<file path="src/hw/rtl/text_console_cursor_control_defines.svh">
`ifndef TEXT_CONSOLE_CURSOR_CONTROL_DEFINES_SVH
`define TEXT_CONSOLE_CURSOR_CONTROL_DEFINES_SVH

// Check that cond holds in the same cycle whenever trig holds.
`define TCCC_ASSERT_NOW(label, clk, rst, trig, cond) \
  label: assert property (@(posedge clk) disable iff (rst) (trig) |-> (cond)) \
    else $error("tccc check failed");

// Check that cond holds in the cycle after trig.
`define TCCC_ASSERT_NEXT(label, clk, rst, trig, cond) \
  label: assert property (@(posedge clk) disable iff (rst) (trig) |=> (cond)) \
    else $error("tccc check failed");

`endif

</file>
<file path="src/hw/rtl/tccc_pkg.sv">
`default_nettype none

package tccc_pkg;

  // Display command codes
  localparam logic [1:0] OP_DRAW   = 2'd0;
  localparam logic [1:0] OP_CLEAR  = 2'd1;
  localparam logic [1:0] OP_SCROLL = 2'd2;

  // Control bytes
  localparam logic [7:0] CHAR_EOL = 8'h03;
  localparam logic [7:0] CHAR_FF  = 8'h0C;
  localparam logic [7:0] CHAR_NL  = 8'h0A;
  localparam logic [7:0] CHAR_CR  = 8'h0D;

  localparam logic [6:0] SPACE_GLYPH = 7'd32;

  typedef enum logic [2:0] {
    CC_PRINT,
    CC_EOL,
    CC_FF,
    CC_NL,
    CC_CR,
    CC_SETCOL,
    CC_SETROW,
    CC_IGNORE
  } char_class_t;

  typedef enum logic [2:0] {
    CUR_HOLD,
    CUR_HOME,
    CUR_COL0,
    CUR_NEXT_ROW,
    CUR_SET_COL,
    CUR_SET_ROW,
    CUR_ADV
  } cur_op_t;

  typedef enum logic [1:0] {
    EMIT_SCROLL,
    EMIT_SPACE,
    EMIT_GLYPH,
    EMIT_CLEAR
  } emit_kind_t;

  typedef struct packed {
    logic       load_char;
    cur_op_t    cur_op;
    logic       sweep_load;
    logic       sweep_step;
    logic       emit;
    emit_kind_t emit_kind;
    logic       emit_last;
  } tccc_cmd_t;

  typedef struct packed {
    logic        can_load;
    logic        col_pending;
    logic        row_bottom;
    logic        sweep_done;
    char_class_t char_class;
  } tccc_status_t;

  function automatic char_class_t classify(input logic [7:0] code);
    char_class_t cls;
    cls = CC_PRINT;
    if (code == CHAR_EOL) begin
      cls = CC_EOL;
    end else if (code == CHAR_FF) begin
      cls = CC_FF;
    end else if (code == CHAR_NL) begin
      cls = CC_NL;
    end else if (code == CHAR_CR) begin
      cls = CC_CR;
    end else if (code inside {[8'h80:8'h8F]}) begin
      cls = CC_SETCOL;
    end else if (code inside {[8'h90:8'h9F]}) begin
      cls = CC_SETROW;
    end else if (code inside {[8'hA0:8'hFF]}) begin
      cls = CC_IGNORE;
    end
    return cls;
  endfunction

endpackage

`default_nettype wire

</file>
<file path="src/hw/rtl/tccc_ctrl.sv">
`default_nettype none

module tccc_ctrl
  import tccc_pkg::*;
(
  input  wire logic         clk,
  input  wire logic         rst,
  input  wire logic         s_tvalid,
  output logic              s_tready,
  input  wire tccc_status_t status,
  output tccc_cmd_t         cmd
);

  typedef enum logic [2:0] {
    ST_IDLE,
    ST_SCROLL,
    ST_SWEEP,
    ST_GLYPH,
    ST_CLEAR
  } state_t;

  state_t state, state_next;
  logic   glyph_after, glyph_after_next;

  always_ff @(posedge clk) begin
    if (rst) begin
      state       <= ST_IDLE;
      glyph_after <= 1'b0;
    end else begin
      state       <= state_next;
      glyph_after <= glyph_after_next;
    end
  end

  always_comb begin
    state_next       = state;
    glyph_after_next = glyph_after;
    cmd              = '0;
    cmd.cur_op       = CUR_HOLD;
    cmd.emit_kind    = EMIT_GLYPH;
    s_tready         = (state == ST_IDLE);
    case (state)
      ST_IDLE: begin
        if (s_tvalid) begin
          cmd.load_char = 1'b1;
          case (status.char_class)
            CC_EOL: begin
              if (!status.col_pending) begin
                cmd.sweep_load   = 1'b1;
                glyph_after_next = 1'b0;
                state_next       = ST_SWEEP;
              end
            end
            CC_FF: begin
              cmd.cur_op = CUR_HOME;
              state_next = ST_CLEAR;
            end
            CC_NL: begin
              if (!status.row_bottom) begin
                cmd.cur_op = CUR_NEXT_ROW;
              end else begin
                cmd.cur_op       = CUR_COL0;
                glyph_after_next = 1'b0;
                state_next       = ST_SCROLL;
              end
            end
            CC_CR:     cmd.cur_op = CUR_COL0;
            CC_SETCOL: cmd.cur_op = CUR_SET_COL;
            CC_SETROW: cmd.cur_op = CUR_SET_ROW;
            CC_IGNORE: cmd.cur_op = CUR_HOLD;
            CC_PRINT: begin
              if (!status.col_pending) begin
                state_next = ST_GLYPH;
              end else if (!status.row_bottom) begin
                cmd.cur_op = CUR_NEXT_ROW;
                state_next = ST_GLYPH;
              end else begin
                cmd.cur_op       = CUR_COL0;
                glyph_after_next = 1'b1;
                state_next       = ST_SCROLL;
              end
            end
            default: cmd.cur_op = CUR_HOLD;
          endcase
        end
      end
      ST_SCROLL: begin
        if (status.can_load) begin
          cmd.emit       = 1'b1;
          cmd.emit_kind  = EMIT_SCROLL;
          cmd.sweep_load = 1'b1;
          state_next     = ST_SWEEP;
        end
      end
      ST_SWEEP: begin
        if (status.can_load) begin
          cmd.emit       = 1'b1;
          cmd.emit_kind  = EMIT_SPACE;
          cmd.emit_last  = status.sweep_done && !glyph_after;
          cmd.sweep_step = 1'b1;
          if (status.sweep_done) begin
            state_next = glyph_after ? ST_GLYPH : ST_IDLE;
          end
        end
      end
      ST_GLYPH: begin
        if (status.can_load) begin
          cmd.emit      = 1'b1;
          cmd.emit_kind = EMIT_GLYPH;
          cmd.emit_last = 1'b1;
          cmd.cur_op    = CUR_ADV;
          state_next    = ST_IDLE;
        end
      end
      ST_CLEAR: begin
        if (status.can_load) begin
          cmd.emit      = 1'b1;
          cmd.emit_kind = EMIT_CLEAR;
          cmd.emit_last = 1'b1;
          state_next    = ST_IDLE;
        end
      end
      default: state_next = ST_IDLE;
    endcase
  end

endmodule

`default_nettype wire

</file>
<file path="src/hw/rtl/tccc_dp.sv">
`default_nettype none

module tccc_dp
  import tccc_pkg::*;
#(
  parameter int COLS = 16,
  parameter int ROWS = 8
) (
  input  wire logic        clk,
  input  wire logic        rst,
  input  wire logic        cfg_we,
  input  wire logic        cfg_wdata,
  input  wire logic [7:0]  s_tdata,
  input  wire tccc_cmd_t   cmd,
  output tccc_status_t     status,
  output logic             m_tvalid,
  input  wire logic        m_tready,
  output logic [15:0]      m_tdata,
  output logic [1:0]       m_tuser,
  output logic             m_tlast
);

  localparam int CW = $clog2(COLS + 1);
  localparam int RW = $clog2(ROWS);

  logic          fg_color;
  logic [CW-1:0] cursor_col;
  logic [RW-1:0] cursor_row;
  logic [CW-1:0] sweep_col;
  logic [6:0]    char_reg;

  logic [7:0]    set_val;
  logic [CW-1:0] col_sat;
  logic [RW-1:0] row_sat;
  logic [7:0]    sweep_col_w;
  logic [7:0]    cursor_col_w;
  logic [7:0]    cursor_row_w;

  assign set_val      = {4'b0, s_tdata[3:0]};
  assign col_sat      = (set_val > 8'(COLS)) ? CW'(COLS) : CW'(set_val);
  assign row_sat      = (set_val > 8'(ROWS - 1)) ? RW'(ROWS - 1) : RW'(set_val);
  assign sweep_col_w  = 8'(sweep_col);
  assign cursor_col_w = 8'(cursor_col);
  assign cursor_row_w = 8'(cursor_row);

  assign status.can_load    = !m_tvalid || m_tready;
  assign status.col_pending = (cursor_col == CW'(COLS));
  assign status.row_bottom  = (cursor_row == RW'(ROWS - 1));
  assign status.sweep_done  = (sweep_col == CW'(COLS - 1));
  assign status.char_class  = classify(s_tdata);

  always_ff @(posedge clk) begin
    if (rst) begin
      fg_color <= 1'b1;
    end else if (cfg_we) begin
      fg_color <= cfg_wdata;
    end
  end

  always_ff @(posedge clk) begin
    if (rst) begin
      cursor_col <= '0;
      cursor_row <= '0;
    end else begin
      case (cmd.cur_op)
        CUR_HOME: begin
          cursor_col <= '0;
          cursor_row <= '0;
        end
        CUR_COL0: cursor_col <= '0;
        CUR_NEXT_ROW: begin
          cursor_col <= '0;
          cursor_row <= cursor_row + RW'(1);
        end
        CUR_SET_COL: cursor_col <= col_sat;
        CUR_SET_ROW: cursor_row <= row_sat;
        CUR_ADV:     cursor_col <= cursor_col + CW'(1);
        default: begin
          cursor_col <= cursor_col;
          cursor_row <= cursor_row;
        end
      endcase
    end
  end

  always_ff @(posedge clk) begin
    if (cmd.load_char) begin
      char_reg <= s_tdata[6:0];
    end
    if (cmd.sweep_load) begin
      sweep_col <= cursor_col;
    end else if (cmd.sweep_step) begin
      sweep_col <= sweep_col + CW'(1);
    end
  end

  // Output register: load a command, drop valid once taken
  always_ff @(posedge clk) begin
    if (rst) begin
      m_tvalid <= 1'b0;
    end else if (cmd.emit) begin
      m_tvalid <= 1'b1;
    end else if (m_tready) begin
      m_tvalid <= 1'b0;
    end
  end

  always_ff @(posedge clk) begin
    if (cmd.emit) begin
      m_tlast <= cmd.emit_last;
      case (cmd.emit_kind)
        EMIT_SCROLL: begin
          m_tuser <= OP_SCROLL;
          m_tdata <= {1'b0, ~fg_color, 14'd0};
        end
        EMIT_CLEAR: begin
          m_tuser <= OP_CLEAR;
          m_tdata <= {1'b0, ~fg_color, 14'd0};
        end
        EMIT_SPACE: begin
          m_tuser <= OP_DRAW;
          m_tdata <= {1'b0, fg_color, SPACE_GLYPH, cursor_row_w[2:0], sweep_col_w[3:0]};
        end
        default: begin
          m_tuser <= OP_DRAW;
          m_tdata <= {1'b0, fg_color, char_reg, cursor_row_w[2:0], cursor_col_w[3:0]};
        end
      endcase
    end
  end

endmodule

`default_nettype wire

</file>
<file path="src/hw/rtl/text_console_cursor_control.sv">
// Channel  | Dir | Signals                        | Content
// ---------+-----+--------------------------------+----------------------------------------
// input    | in  | s_tvalid s_tready s_tdata[7:0] | char_code
// output   | out | m_tvalid m_tready m_tdata[15:0]| cell_col, cell_row, glyph, ink, pad bit
//          |     | m_tuser[1:0] m_tlast           | op_kind; last command of the item
// config   | in  | cfg_we cfg_wdata               | fg_color
//
// Cursor sets, carriage return, ignored bytes and a newline above the bottom row
// emit nothing; a line clear blanks the row from the cursor to the right edge,
// a newline on the bottom row scrolls and blanks it, a wrapped glyph there
// scrolls, blanks and draws. The single output register moves one command per
// cycle while m_tready is high; the sequencer takes a new item only when idle.
// Reset (rst, synchronous) homes the cursor, sets fg_color to 1 and empties the
// output. A low m_tready holds the sequencer in place until the command is taken.
`default_nettype none

`include "text_console_cursor_control_defines.svh"

module text_console_cursor_control
  import tccc_pkg::*;
#(
  parameter int COLS = 16,
  parameter int ROWS = 8
) (
  input  wire logic        clk,
  input  wire logic        rst,
  // configuration: fg_color
  input  wire logic        cfg_we,
  input  wire logic        cfg_wdata,
  // input items
  input  wire logic        s_tvalid,
  output logic             s_tready,
  input  wire logic [7:0]  s_tdata,   // [7:0] char_code
  // output items
  output logic             m_tvalid,
  input  wire logic        m_tready,
  output logic [15:0]      m_tdata,   // [3:0] cell_col, [6:4] cell_row, [13:7] glyph,
                                      // [14] ink, [15] zero
  output logic [1:0]       m_tuser,   // [1:0] op_kind
  output logic             m_tlast    // last command of this item
);

  tccc_cmd_t    cmd;
  tccc_status_t status;

  // Sequencer: decode the byte and walk scroll, line sweep, glyph and clear steps
  tccc_ctrl u_ctrl (
    .clk      (clk),
    .rst      (rst),
    .s_tvalid (s_tvalid),
    .s_tready (s_tready),
    .status   (status),
    .cmd      (cmd)
  );

  // Cursor, sweep counter, color register and output register
  tccc_dp #(
    .COLS (COLS),
    .ROWS (ROWS)
  ) u_dp (
    .clk       (clk),
    .rst       (rst),
    .cfg_we    (cfg_we),
    .cfg_wdata (cfg_wdata),
    .s_tdata   (s_tdata),
    .cmd       (cmd),
    .status    (status),
    .m_tvalid  (m_tvalid),
    .m_tready  (m_tready),
    .m_tdata   (m_tdata),
    .m_tuser   (m_tuser),
    .m_tlast   (m_tlast)
  );

  // Never overwrite a command that still waits downstream
  `TCCC_ASSERT_NOW(a_no_overwrite, clk, rst, cmd.emit, status.can_load)
  // A scroll is always followed by the blanking of the bottom row
  `TCCC_ASSERT_NOW(a_scroll_not_last, clk, rst, m_tvalid && (m_tuser == OP_SCROLL), !m_tlast)
  // A screen clear ends its item
  `TCCC_ASSERT_NOW(a_clear_last, clk, rst, m_tvalid && (m_tuser == OP_CLEAR), m_tlast)
  // Once a scroll is loaded the sequencer does not accept input (s_tready low)
  `TCCC_ASSERT_NEXT(a_scroll_then_space, clk, rst,
                    cmd.emit && (cmd.emit_kind == EMIT_SCROLL), s_tready == 1'b0)

endmodule

`default_nettype wire

</file>
<file path="config.mk">
export PLATFORM = sky130hd
export DESIGN_NAME = text_console_cursor_control
export DESIGN_NICKNAME = d
export VERILOG_FILES = /design/src/hw/rtl/tccc_pkg.sv /design/src/hw/rtl/tccc_ctrl.sv /design/src/hw/rtl/tccc_dp.sv /design/src/hw/rtl/text_console_cursor_control.sv
export VERILOG_INCLUDE_DIRS = /design/src /design/src/hw/rtl
export SDC_FILE = /design/constraint.sdc
export NUM_CORES = 1
export LEC_CHECK = 0
export ABC_AREA = 1
export BUFFER_PORTS_ARGS = -buffer_cell sky130_fd_sc_hd__buf_2
export CAP_MARGIN = 5
export CORE_MARGIN = 2
export CORE_UTILIZATION = 60
export CTS_BUF_LIST = sky130_fd_sc_hd__clkbuf_8
export DETAILED_ROUTE_END_ITERATION = 7
export HOLD_SLACK_MARGIN = 0.08
export PLACE_DENSITY = 0.83
export SLEW_MARGIN = 15
export SYNTH_ARGS = -nofsm -noshare
export SYNTH_HDL_FRONTEND = slang
export SYNTH_SLANG_ARGS = --single-unit
export TNS_END_PERCENT = 20
</file>
<file path="constraint.sdc">
create_clock -name clk -period 2.3 [get_ports clk]
set_input_delay 0.46 -clock clk [delete_from_list [all_inputs] [get_ports clk]]
set_output_delay 0.46 -clock clk [all_outputs]
set_load 0.03 [all_outputs]
</file>
# Yosys cells after proc, flatten, opt, wreduce, memory -nomap -nowiden
# Index checks and enable logic that the tools add are counted.
# word_totals
input_bits,14
ff_bits,45
wordCells,132
# classes
n_addsub,3
reduce_logical,20
bitwise_logic,1
magnitude_cmp,8
muxes,52
n_eq_ne,37
# op_table
cell,count
3-bit two-way mux,18
3-bit case mux with 4 select lines,3
15-bit case mux with 2 select lines,1
5-bit two-way mux,5
3-bit == test (second input constant),8
8-bit by 4-bit == test with 1-bit output (second input constant),3
8-bit greater-or-equal comparator (second input constant),3
8-bit less-or-equal comparator (second input constant),3
3-bit by 2-bit == test with 1-bit output (second input constant),6
3-bit case mux with 6 select lines,1
5-bit case mux with 3 select lines,1
1-bit two-way mux,12
5-bit by 1-bit adder with 5-bit output (second input constant),2
2-bit by 1-bit inequality test with 1-bit output (second input constant),5
3-bit by 1-bit == test with 1-bit output (second input constant),3
3-bit case mux with 3 select lines,1
3-bit nonzero test,3
8-bit by 2-bit == test with 1-bit output (second input constant),1
4-bit two-way mux,2
2-bit inequality test (second input constant),4
8-bit AND reduction,1
7-bit AND reduction,1
3-bit zero test,2
2-bit two-way mux,3
22 further kinds,29

# Depth between registers and ports, before layout
# Gate-level depths: netlist (run 1).
# depth
depth_word,16
depth_mapped,15
ltp_nobuf,14

# Cells and area by module
# Synthesis (run 1) repeated with hierarchy kept, for this count alone.
# hier_totals
cells_unflattened,306
hier_area_um2,2481.1
# modules_own_cells
mod,n_inst,cells_per_inst,seq_area_each_um2,area_each_um2
tccc_dp,1,212,1101.1,1966.9
tccc_ctrl,1,94,80.1,514.2

# Worst setup path after synthesis (run 1)
# No wires, ideal clock.
# synth_path
path_kind,reg-to-reg
start,register u_dp.m_tvalid
end,register u_dp.m_tdata[14] (data pin)
stages_incl_launch_ff,12
setup_time_ns,0.262
t_arrival_ns,1.890
n_path_buf,1
t_required_ns,2.038
slack_ns,0.148
cell_sequence,dfxtp_1 > inv_1 > nor2_1 > inv_1 > nand2_1 > o21ai_0 > inv_1 > ha_1 > clkbuf_1 > inv_1 > nand3_1 > o21ai_0
# synth_via
elab_chain_len,7
elab_cells_between_ends,11
cone_classes,eq/ne: 2; mux: 5; reduce/logical: 4
# synth_lines
item,line,rtl
start: declaration,tccc_dp.sv:16,"output logic m_tvalid,"
start signal: assignment,tccc_dp.sv:100,m_tvalid <= 1'b0;
start signal: assignment,tccc_dp.sv:102,m_tvalid <= 1'b1;
start signal: assignment,tccc_dp.sv:104,m_tvalid <= 1'b0;
1-bit zero test (*),tccc_dp.sv:46,assign status.can_load = !m_tvalid || m_tready;
1-bit logical OR (*),tccc_dp.sv:46,
"4-bit two-way mux, or another cell as far along",tccc_ctrl.sv:116,if (status.can_load) begin
3-bit case mux with 4 select lines (*),tccc_ctrl.sv:42,case (state)
2-bit == test or 2-bit zero test (tied branches),tccc_dp.sv:111,case (cmd.emit_kind)
2-bit OR reduction (no source line),n/a,
15-bit case mux with 2 select lines (*),tccc_dp.sv:111,
end signal: assignment,tccc_dp.sv:114,"m_tdata <= {1'b0, ~fg_color, 14'd0};"
end signal: assignment,tccc_dp.sv:118,"m_tdata <= {1'b0, ~fg_color, 14'd0};"
end signal: assignment,tccc_dp.sv:122,"m_tdata <= {1'b0, fg_color, SPACE_GLYPH, cursor_row_w[2:0], sweep_col_w[3:0]};"
end: declaration,tccc_dp.sv:18,"output logic [15:0] m_tdata,"
# Every way passes the cells marked *; elsewhere a longest branch is shown, timed or not.
# A chain may end at the register's enable or synchronous reset.

# Worst setup path after layout (run 1)
# layout_path
start,register u_ctrl.state[2]
end,register u_dp.m_tdata[2] (data pin)
# layout_via
elab_chain_len,5
elab_cells_between_ends,10
cone_classes,eq/ne: 6; mux: 2; reduce/logical: 2
# layout_lines
item,line,rtl
start: declaration,tccc_ctrl.sv:22,"state_t state, state_next;"
start signal: assignment,tccc_ctrl.sv:30,state <= state_next;
"3-bit == test, or another cell as far along",tccc_ctrl.sv:42,
3-bit case mux with 4 select lines (*),tccc_ctrl.sv:42,
2-bit == test or 2-bit zero test (tied branches),tccc_dp.sv:111,
2-bit OR reduction (no source line),n/a,
15-bit case mux with 2 select lines (*),tccc_dp.sv:111,
# Marks and branches as above.

==> impl_metrics.toml, run 1 <==
[outcome]
status = "complete, no violations"

[routing]
wirelength_mm = 5.58
dr.pass1.iters = 5
vias_per_cell = 5.54
ant_nets = 0
vias = 2198
drc = 0
drt_iter0_drc = 212
wl_per_cell_um = 14.1

[logic_synthesis]
async_flop_share = 0
yosys_warnings = 0
synthDistinctLibCells = 39
synth_nets = 330
netlist_top_cells_area = "edfxtp_1 (35%), dfxtp_1 (11%), nand2_1 (9.5%), inv_1 (6.6%), ha_1 (4.9%)"
synth-edff-count = 30
synth.yosys.seq_area_share = 0.459
synth_top_area_frac = 0.350
syn_area_um2 = 2570
synth_seq_cells = 44
synth.largest_area_cell = "edfxtp_1"
ys.flop_type = "edfxtp_1"
syn_avg_cell_area_um2 = 8.41
netlist_instances = 306

[floorplanning]
die-area_um2 = 4830
coreArea_um2 = 4060
dieHeight_um = 69.5
rows = 23
num_io_pins = 35
die_w_um = 69.5
initial_core_util = 0.634

[timing]
setup_tns_ns = 0
hold_viol = 0
fin_ws_ns = 0.243
min_period_over_period = 0.894
rsz0062_at_grt = "no"
slew_headroom = 0.635
fmax_mhz = 486
slew_violations = 0
worst-slew-pin-transition_ns = 0.543
clock_skew_ns = 0.00357
setup_viol = 0
period_needed_ns = 2.06

[critical_path]
timing.rr.start = "u_ctrl.state[2]"
cp-end-kind = "flop"
cpPeakStageDelay_ns = 0.49
worstPathRequired_ns = 2.44
crit_family = "simple AND/OR/NAND/NOR gates"
cp-start-kind = "flop"
crit_top_cell = "nand2_1"
worstSetupPathType = "reg -> reg"
cp_max_fo = 9
cp_slowest_cell = "nor3_1"
critPathLaunch = "u_ctrl.state[2]"
cp_num_buf_inv = 1
crit_arrival_ns = 2.20
crit_chain = "nor3_1, or2_2, nand2_1, ha_1, inv_1, nand2_1, o22ai_1"

[grt]
gr-usage-all-layers = 0.244
grt-ovfl-total = 0
antenna_found_initial = 0
grt_max_degree = 19
grt_pass1_vias = 2071
grt_pass1_wl_mm = 9.31

[final_layout]
drive_above_1_share = 0.228
antennaDiodeCount = 0
fin_util = 0.717
stdcell_area_um2 = 2910
syn2layout_area_growth_pct = 13.0
nets = 370
largest_reg_flops = 15
nFillCells = 326

[power_and_ir_drop]
seqPwrFrac = 0.372
ir_worst_vdd_uv = 515
p_leak_nw = 1.39
power_frac_clock = 0.151
switching_power_mw = 1.72
combPwrFrac = 0.477
power_density_nw_per_um2 = 1330
swShare = 0.444
p_int_mw = 2.15

[placed_design]
gp_congestion = 0.925
postPlaceCellArea_um2 = 2790
dp_hpwl_mm = 4.17
io_buffers = 33
place_ws_ns = 0.0255

[clocking]
path_clk_slew_ns = 0.08
cts_buffer_depth = 2
clock_sinks = 44
cts_tree = "yes"
cts_buffers = 5
root_buffer = "clkbuf_8"
htreeDepth = 2
worstSkewPairLatency_ns = 0.30

[run]
drv_cap = 0

[min_path]
hold_class = "in -> reg"
worstHoldStart = "s_tdata[4]"
## cell type report
class                           count  area, um^2  share of cell area
Timing Repair Buffer               36         188              0.0645
Multi-Input combinational cell    210        1180               0.406
Clock buffer                        5        68.8              0.0237
Clock inverter                      3        38.8              0.0133
Tap cell                           50        62.6              0.0215
Inverter                           49         189              0.0650
Sequential cell                    44        1180               0.406
## final timing paths
path                       to  slack [ns]  depth (start not counted)
max           u_dp.m_tdata[2]        0.24                          7
max reg2reg   u_dp.m_tdata[2]        0.24                          7
min          u_dp.char_reg[4]        0.36                          1
min reg2reg     u_dp.fg_color        0.53                          2
## cell families (layout without fill, tap and decap cells)
group,after synthesis,in the layout,synth area share
xor gates and xnor gates,4,4,0.0136
AOI/OAI and AO/OA,37,37,0.0875
and+or+nand+nor,158,158,0.304
buffers and inverters,52,93,0.0856
other,1,1,0.00146
adders and majority gates,10,10,0.0486
DFF,44,44,0.459
## synthesized netlist by cell type, types with 2 or more instances
cell and number:
dfxtp_1 14, nor2_4 3, inv_2 2, ha_1 10, nand2_1 65, nor2_1 32
nand2_4 4, inv_1 45, nor2_2 2, nor3_2 2, nand3_1 15, or2_2 2
nor3_1 7, o21ai_1 4, edfxtp_1 30, nand4_1 13, xor2_1 3, inv_4 2
a21oi_1 8, nand2_2 10, o21ai_0 15
## cell usage in the layout, fill, tap and decap left out, types with 2 or more instances in the layout
cell type,netlist,final
nand2_4,4,4
inv_4,2,2
a21oi_1,8,8
nand2_1,65,65
inv_1,45,46
nor2_1,32,31
edfxtp_1,30,30
o21ai_1,4,4
buf_2,0,33
nor2_4,3,3
xor2_1,3,3
clkbuf_8,0,5
or2_2,2,2
dfxtp_1,14,14
nand4_1,13,13
nor3_1,7,6
ha_1,10,10
buf_4,1,3
nand2_2,10,10
nor3_2,2,3
inv_2,2,2
nor2_2,2,3
nand3_1,15,15
o21ai_0,15,15
## metrics by stage
step	power [mW]	hold slack, ns	cells
floorplan	2.77	0.437	306
global placement	3.19	0.462	389
detailed placement	3.27	0.465	389
CTS	3.85	0.359	397
global route	4.11	0.360	397
finish	3.86	0.357	397
## metal layers
layer | share of wire | track usage
met1 | 0.41 | 0.308
met2 | 0.48 | 0.412
met3 | 0.077 | 0.0480
met4 | 0.024 | 0.0980
met5 | 0 | 0
## power groups by stage
stage          Combinational, mW  Clock [mW]  Sequential (mW)
2_1_floorplan              0.977           0             1.79
3_3_place_gp                1.75           0             1.44
3_5_place_dp                1.82           0             1.45
4_1_cts                     1.83       0.584             1.43
5_1_grt                     2.03       0.611             1.47
6_report                    1.84       0.583             1.44
## timing repair
action / in CTS / in global routing
resized for setup: 0 / 2
hold buffers: 0 / 0
buffers inserted: 0 / 0
setup endpoints to repair: 0 / 8
No activity file was read; power rests on OpenSTA's default activity.
==> inputs of run 2 (changes only) <==
Settings changed: CORE_UTILIZATION 60 to 57, CTS_BUF_LIST sky130_fd_sc_hd__clkbuf_8 to default, PLACE_DENSITY 0.83 to 0.79.
==> run 2 against run 1 <==
Via count decreased by 4.2%. Final area decreased by 0.82%. Critical path depth increased by 2. First-iteration DRC count decreased by 15%. Critical path type unchanged. Highest routed layer unchanged.
==> impl_metrics.toml, run 2 (synthesis gave the netlist of run 1 again) <==
[final_layout]
drive_above_1_share = 0.222
syn2layout_area_growth_pct = 12.1
final_cells = 399
layout_common_cells = "nand2_1 (65), inv_1 (45), buf_2 (33)"
layout_commonest_cell = "nand2_1"
nets = 371
largest_reg_flops = 15
antennaDiodeCount = 0
nFillCells = 361

[placed_design]
place_ws_ns = 0.120
dp_hpwl_mm = 4.00
gp_congestion = 0.884
dp.cells = 392
io_buffers = 33

[floorplanning]
dieHeight_um = 71.2
rows = 24
initial_core_util = 0.591
die-area_um2 = 5070
num_io_pins = 35
die_w_um = 71.2
coreArea_um2 = 4350

[run]
drv_cap = 0

[routing]
ant_nets = 0
vias_per_cell = 5.28
dr.pass1.iters = 5
vias = 2105
drc = 0
drt_iter0_drc = 181
wirelength_mm = 5.17
wl_per_cell_um = 13.0

[critical_path]
worstSetupPathType = "reg -> reg"
r2r_slack_ns = 0.31
crit_arrival_ns = 2.04
cp_max_fo = 8
worstPathRequired_ns = 2.35
cp-end-kind = "flop"
cp-start-kind = "flop"

[outcome]
status = "complete, no violations"

[timing]
fin_ws_ns = 0.306
rsz0062_at_grt = "no"
setup_viol = 0
fmax_mhz = 502
period_needed_ns = 1.99
clock_skew_ns = 0.00260
setup_tns_ns = 0
hold_viol = 0
min_period_over_period = 0.867
slew_violations = 0

[power_and_ir_drop]
power_density_nw_per_um2 = 1280
p_total_mw = 3.69
p_leak_nw = 1.38
ir_worst_vdd_uv = 522

[clocking]
root_buffer = "clkbuf_8"
cts_buffer_depth = 2
cts_hold_buf = 0
cts_buffers = 5
clock_sinks = 44
cts_setup_buffers = 0
htreeDepth = 2
path_clk_slew_ns = 0.07
worstSkewPairLatency_ns = 0.30
cts_tree = "yes"
cts_resized = 0

[grt]
grt_pass1_vias = 1898
grt_pass1_wl_mm = 8.51
grt_max_degree = 19
grt-ovfl-total = 0
antenna_found_initial = 0
gr-usage-all-layers = 0.219

[min_path]
hold_class = "in -> reg"
[run 2: cell count changes in the layout (fill, tap and decap cells not counted)]
cell	change
o21ai_0	-1
inv_1	-1
o21ai_1	+1
bufinv_16	-1
nor2_2	-1
buf_4	+1
clkinv_1	+2
clkinv_2	-1
nor2_1	+1
[run 2: area by class of cell]
class | count | area [um^2] | area share
timing repair buffer | 37 | 195 | 0.0677
clock buffer | 5 | 68.8 | 0.0239
tap | 52 | 65.1 | 0.0226
clock inverter | 2 | 7.51 | 0.00260
sequential | 44 | 1180 | 0.410
inverter | 49 | 189 | 0.0655
multi-input combinational | 210 | 1180 | 0.408
[run 2: critical path: stages (launching register included)]
cell and delay, ns:
dfxtp_1 0.48, inv_1 0.07, nor2_1 0.14, inv_1 0.06
o21ai_1 0.22, inv_1 0.10, ha_1 0.22, buf_4 0.16
nor2_1 0.20, o21ai_0 0.10
[run 2: power breakdown]
group	switching (mW)	total, mW	internal [mW]
clock	0.242	0.443	0.200
combinational	1.29	1.82	0.531
sequential	0.125	1.43	1.30
[run 2: final timing paths]
| check | from | end | cells after the start |
|---|---|---|---|
| setup / recovery | u_ctrl.state[2] | u_dp.m_tdata[14] | 9 |
| setup reg to reg | u_ctrl.state[2] | u_dp.m_tdata[14] | 9 |
| hold / removal | s_tdata[4] | u_dp.char_reg[4] | 1 |
| hold reg to reg | u_ctrl.glyph_after | u_ctrl.glyph_after | 2 |
[run 2: layer usage]
metal | routed length [um] | vias up | global-route usage
met5 | 0 | - | 0
met4 | 160 | 0 | 0.122
met3 | 316 | 12 | 0.0370
met2 | 2430 | 67 | 0.352
met1 | 2270 | 939 | 0.279
li1 | - | 1087 | -
[run 2: through the flow]
| step | cell area [um^2] | hold WS [ns] | utilization |
|---|---|---|---|
| 2_1_floorplan | 2570 | 0.437 | - |
| 3_5_place_dp | 2800 | 0.464 | 0.644 |
| 6_report | 2880 | 0.362 | 0.662 |
| 4_1_cts | 2880 | 0.360 | 0.661 |
| 3_3_place_gp | 2800 | 0.463 | 0.644 |
| 5_1_grt | 2880 | 0.364 | 0.662 |
==> inputs of run 3 (changes only) <==
Settings changed: CORE_UTILIZATION 57 to 52, PLACE_DENSITY 0.79 to 0.76.
Clock period 2.3 ns to 1.7 ns, I/O delays scaled along.
==> run 3 against run 2 <==
Critical path type unchanged. Highest routed layer unchanged. Fmax is 11% higher. Combinational power is 97% higher. Count of clock-buffer cells in the layout stayed put. Critical endpoint is now u_ctrl.state[1]. Largest cell class is now multi-input combinational cells. Non-clock buffer count is 57 higher. The flow now finishes with violations (negative setup slack).
==> impl_metrics.toml, run 3 (synthesis gave the netlist of run 1 again) <==
[outcome]
status = "complete, but fails checks"
violations = "negative setup slack"

[floorplanning]
die_w_um = 74.4
rows = 25
initial_core_util = 0.541
die-area_um2 = 5530
dieHeight_um = 74.4
num_io_pins = 35
coreArea_um2 = 4750

[clocking]
root_buffer = "clkbuf_8"
clock_sinks = 44
cts_hold_buf = 0
cts_buffers = 5
cts_buffer_depth = 2
cts_tree = "yes"
worstSkewPairLatency_ns = 0.30
path_clk_slew_ns = 0.09
htreeDepth = 2

[grt]
antenna_found_initial = 0
grt_pass1_wl_mm = 9.49
grt_max_degree = 19
gr-usage-all-layers = 0.225
grt_pass1_vias = 2174
grt-ovfl-total = 0

[placed_design]
dp_hpwl_mm = 4.31
postPlaceCellArea_um2 = 3230
gp_congestion = 0.866
io_buffers = 33

[critical_path]
cp-end-kind = "flop"
cp_num_buf_inv = 3
worstPathRequired_ns = 1.95
crit_chain = "ha_2, nand2_1, nor2_1, ha_2, inv_2, o21ai_2, o211ai_1, nor2_2, inv_2, a21oi_2, nand2_1, inv_1"
crit_arrival_ns = 2.04
cpPeakStageDelay_ns = 0.39
worstSetupPathType = "reg -> reg"
cp-start-kind = "flop"
crit_family = "flip-flops"
r2r_slack_ns = -0.09
cp_slowest_cell = "edfxtp_1"
cp_max_fo = 4

[routing]
vias = 2410
vias_per_cell = 5.08
wl_met1_mm = 2.46
dr.pass1.iters = 5
wl_met3_um = 371
wl_per_cell_um = 12.9
drc = 0
wl_met2_mm = 3.19
top_layer_used = "met4"
wirelength_mm = 6.09
drt_iter0_drc = 105
ant_nets = 0

[final_layout]
largest_reg_flops = 15
antennaDiodeCount = 0
multi_input_area_um2 = 1380
layout_common_cells = "nand2_1 (59), buf_4 (59), inv_1 (38)"
drive_above_1_share = 0.442
seqCellArea_um2 = 1190
stdcell_area_um2 = 3620
nets = 430
nFillCells = 321
syn2layout_area_growth_pct = 40.5

[power_and_ir_drop]
power_frac_clock = 0.130
seqPwrFrac = 0.303
ir_worst_vdd_uv = 851
switching_power_mw = 2.66
swShare = 0.421
p_total_mw = 6.32
combPwrFrac = 0.567
p_leak_nw = 1.72
p_int_mw = 3.66
power_density_nw_per_um2 = 1750

[timing]
setup_viol = 4
period_needed_ns = 1.79
fmax_mhz = 559
hold_viol = 0
rsz0062_at_grt = "yes"
fin_ws_ns = -0.0899
slew_violations = 0
min_period_over_period = 1.05
clock_skew_ns = 0.0100

[run]
drv_cap = 0

[min_path]
hold_class = "in -> reg"
run 3: cell count changes in the layout (fill, tap and decap cells not counted), moves of 4 or more:
cell	change
inv_1	-7
nor2_1	-5
dfxtp_2	+6
dfxtp_1	-7
ha_2	+4
inv_2	+7
ha_1	-7
buf_4	+55
nand2_4	+6
nand2_1	-6
nand3_1	-4
run 3: power groups by stage:
stage / Combinational, mW / Clock (mW) / Sequential [mW]
floorplan: 1.40 / 0 / 2.44
global placement: 3.02 / 0 / 1.91
detailed placement: 3.08 / 0 / 1.92
CTS: 3.19 / 0.820 / 1.90
global route: 3.92 / 0.865 / 1.96
finish: 3.59 / 0.819 / 1.91
run 3: worst reg2reg max path, stage by stage, from the launching register on:
cell      delay (ns)
edfxtp_1        0.39
ha_2            0.20
nand2_1         0.05
nor2_1          0.10
ha_2            0.19
inv_2           0.04
o21ai_2         0.12
o211ai_1        0.14
nor2_2          0.19
inv_2           0.08
a21oi_2         0.12
nand2_1         0.06
inv_1           0.04
run 3: repair_timing:
action | in CTS | in global routing
pin swaps | 9 | 21
buffers inserted | 2 | 8
cloned | 0 | 2
hold endpoints to repair | 0 | 0
endpoints found under the setup margin | 21 | 50
gates resized for setup | 17 | 32
run 3: layer usage:
| metal | global-route usage | up-vias |
|---|---|---|
| met5 | 0 | - |
| met4 | 0.0774 | 0 |
| met3 | 0.0271 | 7 |
| met2 | 0.393 | 86 |
| met1 | 0.291 | 1107 |
| li1 | - | 1210 |
run 3: stage by stage:
step	TNS [ns]	setup WS (ns)	cells	utilization	hold slack (ns)
final	-0.227	-0.0899	474	0.761	0.226
after floorplan	-0.0253	-0.0127	306	-	0.400
after CTS	-0.0136	-0.0136	464	0.717	0.225
after global placement	-1.22	-0.129	454	0.679	0.456
after global routing	-1.41	-0.207	474	0.761	0.255
after detailed placement	-1.98	-0.186	454	0.679	0.454
run 3: final timing paths:
check                     startpoint                 end  cells past startpoint
setup reg to reg   u_dp.sweep_col[1]     u_ctrl.state[1]                     12
setup / recovery   u_dp.sweep_col[1]     u_ctrl.state[1]                     12
hold / removal                cfg_we       u_dp.fg_color                      2
hold reg to reg   u_ctrl.glyph_after  u_ctrl.glyph_after                      2
run 3: cell type report:
class,instances,share of cell area
repair buffers,94,0.178
clock buffers,5,0.0190
inverters,49,0.0529
clock inverters,3,0.0128
multi-input cells,211,0.382
flip-flops and latches,44,0.330
well taps,67,0.0232
repair inverters,1,0.00208
